===== src/slpg_pkg.sv =====
// ----------------------------------------------------------------------------
// Status LED pattern generator: shared package
// Beat types, mode and kind codes, reciprocal constants and the SOS table.
// ----------------------------------------------------------------------------
package slpg_pkg;

   // time stamp width
   localparam int TIME_W = 32;

   // item kinds
   localparam logic [1:0] KIND_UPDATE    = 2'd0;
   localparam logic [1:0] KIND_SET_MODE  = 2'd1;
   localparam logic [1:0] KIND_FORCE_OFF = 2'd2;

   // display modes; code seven has no meaning and is never stored
   typedef enum logic [2:0] {
      MODE_OFF        = 3'd0,
      MODE_ARMED      = 3'd1,
      MODE_GPS        = 3'd2,
      MODE_ALERT      = 3'd3,
      MODE_SETUP      = 3'd4,
      MODE_CONNECTING = 3'd5,
      MODE_ERROR      = 3'd6
   } mode_type;

   localparam logic [2:0] MODE_CODE_NONE = 3'd7;

   // reciprocals for exact division by constants
   // t / 10        = (t * RECIP_10)  >> 35, exact for 32-bit t
   // (t>>4) / 125  = (x * RECIP_125) >> 35, exact for 28-bit x
   // (t>>6) / 25   = (z * RECIP_25)  >> 32, exact for 26-bit z
   localparam logic [63:0] RECIP_10  = 64'd3435973837;
   localparam logic [63:0] RECIP_125 = 64'd274877907;
   localparam logic [63:0] RECIP_25  = 64'd171798692;

   // SOS blink: last step index
   localparam logic [4:0] SOS_LAST = 5'd17;

   // input beat
   typedef struct packed {
      logic [1:0]        kind;
      logic [2:0]        new_mode;
      logic [TIME_W-1:0] now_ms;
   } req_type;

   // result beat
   typedef struct packed {
      logic [7:0] red;
      logic [7:0] green;
      logic [7:0] blue;
   } rsp_type;

   // registered beat with low bytes of the precomputed quotients
   typedef struct packed {
      logic [1:0]        kind;
      logic [2:0]        new_mode;
      logic [TIME_W-1:0] now_ms;
      logic [7:0]        div10;     // t / 10, low byte
      logic [7:0]        div2000;   // t / 2000, low byte
      logic [7:0]        div1600;   // t / 1600, low byte
   } stage_type;

   // core handshake towards the result register
   typedef struct packed {
      logic    has_rsp;
      rsp_type colour;
   } core_out_type;

   // SOS step durations in ms
   function automatic logic [9:0] sos_duration(input logic [4:0] step);
      logic [9:0] dur;
      case (step)
         5'd5, 5'd11: dur = 10'd300;
         5'd6, 5'd8, 5'd10: dur = 10'd450;
         5'd17: dur = 10'd600;
         default: dur = 10'd150;
      endcase
      return dur;
   endfunction

   // triangle wave: p in 0..199 gives 2p rising, then 2(200-p) falling
   function automatic logic [7:0] tri_level(input logic [7:0] p);
      logic [7:0] fall;
      fall = 8'd200 - p;
      return (p < 8'd100) ? {p[6:0], 1'b0} : {fall[6:0], 1'b0};
   endfunction

   // p mod 200 from low bytes: q - 200*b, exact because the result is below 256
   function automatic logic [7:0] phase200(input logic [7:0] q, input logic [7:0] b);
      logic [7:0] m;
      m = {b[0], 7'd0} + {b[1:0], 6'd0} + {b[4:0], 3'd0};
      return q - m;
   endfunction

endpackage


===== src/slpg_core.sv =====
// ----------------------------------------------------------------------------
// Status LED pattern generator: mode state and colour logic
// Holds mode, SOS step and step start; works out the colour of each beat.
// ----------------------------------------------------------------------------
module slpg_core (
   input  logic                   clock,
   input  logic                   reset,
   input  logic                   fire,
   input  slpg_pkg::stage_type    stage,
   output slpg_pkg::core_out_type result
);
   import slpg_pkg::*;

   mode_type          mode_ff, mode_in;
   logic [4:0]        step_ff, step_in;
   logic [TIME_W-1:0] start_ff, start_in;

   logic [4:0]        step_cur;
   logic [4:0]        step_adv;
   logic [TIME_W-1:0] elapsed;
   logic              step_due;
   logic [7:0]        p_gps, p_conn, v_gps, v_conn;

   // SOS step timing, wrapping time difference
   always_comb begin
      step_cur = (step_ff > SOS_LAST) ? 5'd0 : step_ff;
      elapsed  = stage.now_ms - start_ff;
      step_due = elapsed >= {{(TIME_W-10){1'b0}}, sos_duration(step_cur)};
      if (!step_due) begin
         step_adv = step_cur;
      end else if (step_cur == SOS_LAST) begin
         step_adv = 5'd0;
      end else begin
         step_adv = step_cur + 5'd1;
      end
   end

   // breathing phases: (t/10) mod 200 and (t/8) mod 200
   always_comb begin
      p_gps  = phase200(stage.div10, stage.div2000);
      p_conn = phase200(stage.now_ms[10:3], stage.div1600);
      v_gps  = tri_level(p_gps);
      v_conn = tri_level(p_conn);
   end

   // next state
   always_comb begin
      mode_in  = mode_ff;
      step_in  = step_ff;
      start_in = start_ff;
      if (fire) begin
         case (stage.kind)
            KIND_SET_MODE: begin
               if (stage.new_mode != MODE_CODE_NONE && stage.new_mode != mode_ff) begin
                  mode_in  = mode_type'(stage.new_mode);
                  step_in  = 5'd0;
                  start_in = stage.now_ms;
               end
            end
            KIND_FORCE_OFF: begin
               mode_in = MODE_OFF;
            end
            KIND_UPDATE: begin
               if (mode_ff == MODE_ALERT) begin
                  step_in = step_adv;
                  if (step_due) begin
                     start_in = stage.now_ms;
                  end
               end
            end
            default: begin
            end
         endcase
      end
   end

   // colour output
   always_comb begin
      result.has_rsp = (stage.kind == KIND_UPDATE) || (stage.kind == KIND_FORCE_OFF);
      result.colour  = '0;
      if (stage.kind == KIND_UPDATE) begin
         case (mode_ff)
            MODE_ARMED: result.colour = '{red: 8'd0, green: 8'd180, blue: 8'd0};
            MODE_GPS: result.colour = '{red: v_gps, green: {1'b0, v_gps[7:1]}, blue: 8'd0};
            MODE_ALERT: begin
               if (!step_adv[0]) begin
                  result.colour = '{red: 8'd255, green: 8'd0, blue: 8'd0};
               end
            end
            MODE_SETUP: result.colour = '{red: 8'd0, green: 8'd60, blue: 8'd255};
            MODE_CONNECTING: result.colour = '{red: 8'd0, green: v_conn, blue: v_conn};
            MODE_ERROR: result.colour = '{red: 8'd255, green: 8'd0, blue: 8'd0};
            default: result.colour = '0;
         endcase
      end
   end

   always_ff @(posedge clock) begin
      if (reset) begin
         mode_ff  <= MODE_OFF;
         step_ff  <= 5'd0;
         start_ff <= '0;
      end else begin
         mode_ff  <= mode_in;
         step_ff  <= step_in;
         start_ff <= start_in;
      end
   end

   // step index never leaves the table
   a_step_range: assert property (@(posedge clock) disable iff (reset)
      step_ff <= SOS_LAST)
      else $error("SOS step out of table");

endmodule


===== config.mk =====
export PLATFORM = sky130hd
export DESIGN_NAME = slpg_core
export DESIGN_NICKNAME = d
export VERILOG_FILES = /design/src/slpg_pkg.sv /design/src/slpg_core.sv
export SDC_FILE = /design/constraint.sdc
export NUM_CORES = 1
export LEC_CHECK = 0
export ABC_AREA = 1
export ABC_CLOCK_PERIOD_IN_PS = 9380
export BUFFER_PORTS_ARGS = -buffer_cell sky130_fd_sc_hd__buf_2
export CORE_UTILIZATION = 64
export DETAILED_ROUTE_END_ITERATION = 10
export PLACE_DENSITY = 0.89
export SLEW_MARGIN = 40
export SYNTH_ARGS = -nofsm -noshare
export SYNTH_HDL_FRONTEND = slang
export SYNTH_SLANG_ARGS = --single-unit
export TNS_END_PERCENT = 20

===== constraint.sdc =====
create_clock -name clock -period 9.38 [get_ports clock]
set_clock_uncertainty 0.05 [all_clocks]
set_input_delay 0.469 -clock clock [delete_from_list [all_inputs] [get_ports clock]]
set_output_delay 0.469 -clock clock [all_outputs]
set_load 0.02 [all_outputs]

Yosys cells after proc, flatten, opt, wreduce, memory -nomap -nowiden
Index checks and enable logic that the tools add are counted.
{"block": "word_totals", "output_inout_bits": 25, "register_bits": 40, "elab_cells": 64}
{"block": "op_classes", "magnitude_cmp": 4, "n_eq_ne": 19, "n_addsub": 10, "reduce_logical": 10, "n_mux": 18}
{"op": "case mux 24 bit (6 select lines)", "n": 1}
{"op": "2-to-1 mux 32 bit", "n": 3}
{"op": "case mux 32 bit (2 select lines)", "n": 1}
{"op": "2-to-1 mux 24 bit", "n": 2}
{"op": "adder 8 bit", "n": 4}
{"op": ">= comparator 32 x 10 -> 1 bit", "n": 1}
{"op": "subtractor 32 bit", "n": 1}
{"op": "case mux 10 bit (3 select lines)", "n": 1}
{"op": "2-to-1 mux 5 bit", "n": 5}
{"op": "less-than comparator 8 x 7 -> 1 bit, second input constant", "n": 2}
{"op": "2-to-1 mux 8 bit", "n": 2}
{"op": "subtractor 8 bit", "n": 2}
{"op": "equality test 5 x 4 -> 1 bit, second input constant", "n": 3}
{"op": "subtractor 7 bit, first input constant", "n": 2}
{"op": "equality test 5 x 3 -> 1 bit, second input constant", "n": 2}
{"op": "case mux 5 bit (2 select lines)", "n": 1}
{"op": "equality test 3 bit, second input constant", "n": 3}
{"op": "equality test 3 x 2 -> 1 bit, second input constant", "n": 2}
{"op": "inequality test 2 bit, second input constant", "n": 3}
{"op": "case mux 3 bit (2 select lines)", "n": 1}
{"op": "adder 5 x 1 -> 5 bit, second input constant", "n": 1}
{"op": "equality test 5 bit, second input constant", "n": 1}
{"op": "> comparator 5 bit, second input constant", "n": 1}
{"op": "AND reduction 5 bit", "n": 1}
{"op": "other kinds (14)", "n": 15}

Logic depth before layout (Yosys ltp)
{"block": "logic_depth", "depth_word": 10, "ltp_mapped": 30, "mapped_depth_nobuf": 30}

Least setup slack after synthesis
No wires, ideal clock.
{"block": "synth_path", "path_kind": "input -> output", "start": "in stage[24] (netlist name)", "end": "out result[17] (netlist name)", "arrival_ns": 3.279, "n_path_buf": 0, "path_stages": 27, "path_slack_ns": 5.582, "cell_sequence": "inv_1 > ha_1 > inv_1 > fa_1 > nand2_1 > nand2_1 > nand3_1 > nand2_2 > xor2_1 > ha_1 > nand2_1 > a21oi_1 > nor2_1 > nand2_1 > a21oi_1 > nand2_1 > nor2_1 > nand2_1 > nor2_1 > nand2_1 > nor2_2 > nand3_2 > nand2_1 > nand3_1 > nand2_1 > nand2_2 > nand2_1"}
{"element": "from (decl)", "line_no": "slpg_core.sv:9", "text": "input slpg_pkg::stage_type stage,"}
{"element": "to (decl)", "line_no": "slpg_core.sv:10", "text": "output slpg_pkg::core_out_type result"}

==> metrics <==
CP Launch Type flip-flop; Max-Cap Viols 0; WL final 13,300 µm; Synth cell types 39; number of top-level pins 89; final hold violations 0; number of global-route vias before repair 5,586; Initial DRC Count 291; Lkg Pwr 0.00356 µW; Reg area 801 µm²; Port-buffer cells 82; grt peak-use layer met2; M3 GR Usage 3.40%; Synth top area share 19.1%; upper clock frequency limit 203 MHz; WS Path Type flip-flop to output pin; CTS H-tree lvls 2; die area 0.00940 mm²; n_diodes 0; most frequent CP cell nand2_1; Area after DPL 0.00623 mm²; synthesized area 0.00577 mm²; fin crit share 52.4%; CP Max Fanout 8; largest area contributor in the netlist nand2_1; Worst Max-Slew Pin Slew 0.740 ns; Req. time, crit path 8.86 ns; post-synth net total 1,125; setup violators final 0; die height 96.9 µm; core area 0.00872 mm²; met1 Use GR 36.6%; syn avg cell area 5.79 µm²; post_cts resized 0; fillcell total 775; Slew headroom 50.6%; fin. max-slew vios 0; worst min path class input pin to flip-flop; PD cells 108 mW/mm²; pin count of the biggest net entering global routing 63; Inserted Clock Buffers 5; Initial Utilization 66.1%; gpl congestion 0.933; RSZ-0062 raised after global routing false; row cnt 34; slowest CP cell dfxtp_1; cell count after synthesis 996; Post-Route Utilization 72.8%; initial antenna violation count 0; grt total ovfl 0; Multi-input gate area 0.00409 mm²; Async S/R FF share, synth 0%; clk slew on worst S/H paths 0.09 ns; HPWL after DPL 10,900 µm; drt first pass iters 5; Power, Total 687 µW; DR vias/cell 5.17; final setup TNS 0 ns; vias 6,106; Worst setup EP type output pin; ys flop type dfxtp_1; # Post-CTS Setup Buffers 0; Seq/Total Area, Yosys 13.9%; CTS Hold Bufs 0; Post-synth EDFFs 0; max incr delay on CP 0.32 ns; Die Wd 96.9 µm; Remaining DRCs 0; yosys synthesis warning count 0; met2 Track Usage GR 50.7%; Period minus WS final 4.91 ns; final net count 1,200; Clock Path Buffers 2; clk_lat worst skew 0.31 ns; fin area 0.00634 mm²; flops & latches, synth 40; clock sink count 40; GRT Util Overall 29.0%; status finished, final reports clean; CTS tree yes; WP data arrival 4.40 ns; Max VDD drop 0.0000637 V; fraction of layout instances using a drive strength above 1 12.3%; CTS root buffer clkbuf_8; DRT antenna net count 0; P&R area growth vs syn 10.0%; Synth area leaders nand2_1, dfxtp_1, ha_1; Avg WL per Cell 11.3 µm; first-pass GRT wire length 23,400 µm
[cell type report]
type	instances	area share [%]
tap	108	2.13
inverter	212	12.5
multi-input combinational	730	64.4
timing repair buffer	82	6.47
clock buffer	5	1.08
clock inverter	3	0.730
sequential	40	12.6
[sequential cells by signal, summed over array words and instances, names as in the netlist]
signal and count:
mode_ff 3, start_ff 32, step_ff 5
[worst paths after layout]
path / startpoint / endpoint / slack [ns] / depth (start not counted)
worst max-delay path: step_ff[3] / result[21] / 4.47 / 31
worst min-delay path: stage[51] / start_ff[27] / 0.39 / 3
worst min register to register: start_ff[27] / start_ff[27] / 0.41 / 2
worst max register to register: step_ff[3] / start_ff[1] / 4.96 / 28
[layer usage]
layer  vias to the layer above  routed length, µm
met5                         -                  0
met4                         0                376
met3                        39                560
met2                       161               6220
met1                      2652               6180
li1                       3254                  -
[through the flow]
stage / worst slack (ns) / hold slack (ns) / std cells
final: 4.47 / 0.389 / 1180
after detailed placement: 4.87 / 0.399 / 1172
after global placement: 4.90 / 0.391 / 1172
after floorplan: 5.58 / 0.382 / 996
after CTS: 4.55 / 0.396 / 1180
after global routing: 4.02 / 0.410 / 1180
[synthesized netlist by cell type, types with 2 or more instances]
master,count
buf_4,2
nand3_1,56
a211oi_1,3
inv_1,212
nand2_2,9
nor2_2,4
o21bai_1,34
dfxtp_1,40
nor3_2,2
ha_1,64
a21o_1,3
nand2_1,294
nor3_1,18
nand3b_1,6
xnor2_1,12
clkbuf_1,8
a31oi_1,2
or2_1,2
o21ai_0,22
a21oi_2,22
and2_1,3
xor2_1,21
buf_6,3
o211ai_1,2
nor2_1,75
a21oi_1,60
nand4_1,5
[cells in the final DEF (no fill, tap or decap), types with 4 or more instances in the layout]
cell	count
xnor2_1	12
o21ai_0	22
nand3_1	56
nor2_2	4
xor2_1	21
a21oi_1	60
nor3_1	18
a21oi_2	22
nand2_2	9
ha_1	64
nand3b_1	6
dfxtp_1	40
nor2_1	75
nand2_1	294
clkbuf_8	5
nand4_1	5
o21bai_1	34
inv_1	212
buf_2	82
[cells by family after synthesis]
| logic type | after synthesis | synth area share [%] |
|---|---|---|
| buf+inv | 226 | 15.2 |
| simple gates | 481 | 35.1 |
| fa+ha+maj | 65 | 14.2 |
| flops | 40 | 13.9 |
| xor+xnor | 33 | 5.01 |
| compound gates | 151 | 16.5 |
[where the power goes]
part	switching [µW]	internal, µW
registers	3.70	178
logic	223	129
clock network	73.1	80.3
[worst max-delay path, delay by kind of cell, from the launching register on]
family                   cells  cell delay (ns)
AND/OR/NAND/NOR             18             1.91
AO/OA/AOI/OAI                5             0.82
buffers and inverters        6             0.57
adder cells (fa/ha/maj)      2             0.48
flip-flops                   1             0.32
(Power assumes the default switching activity.)
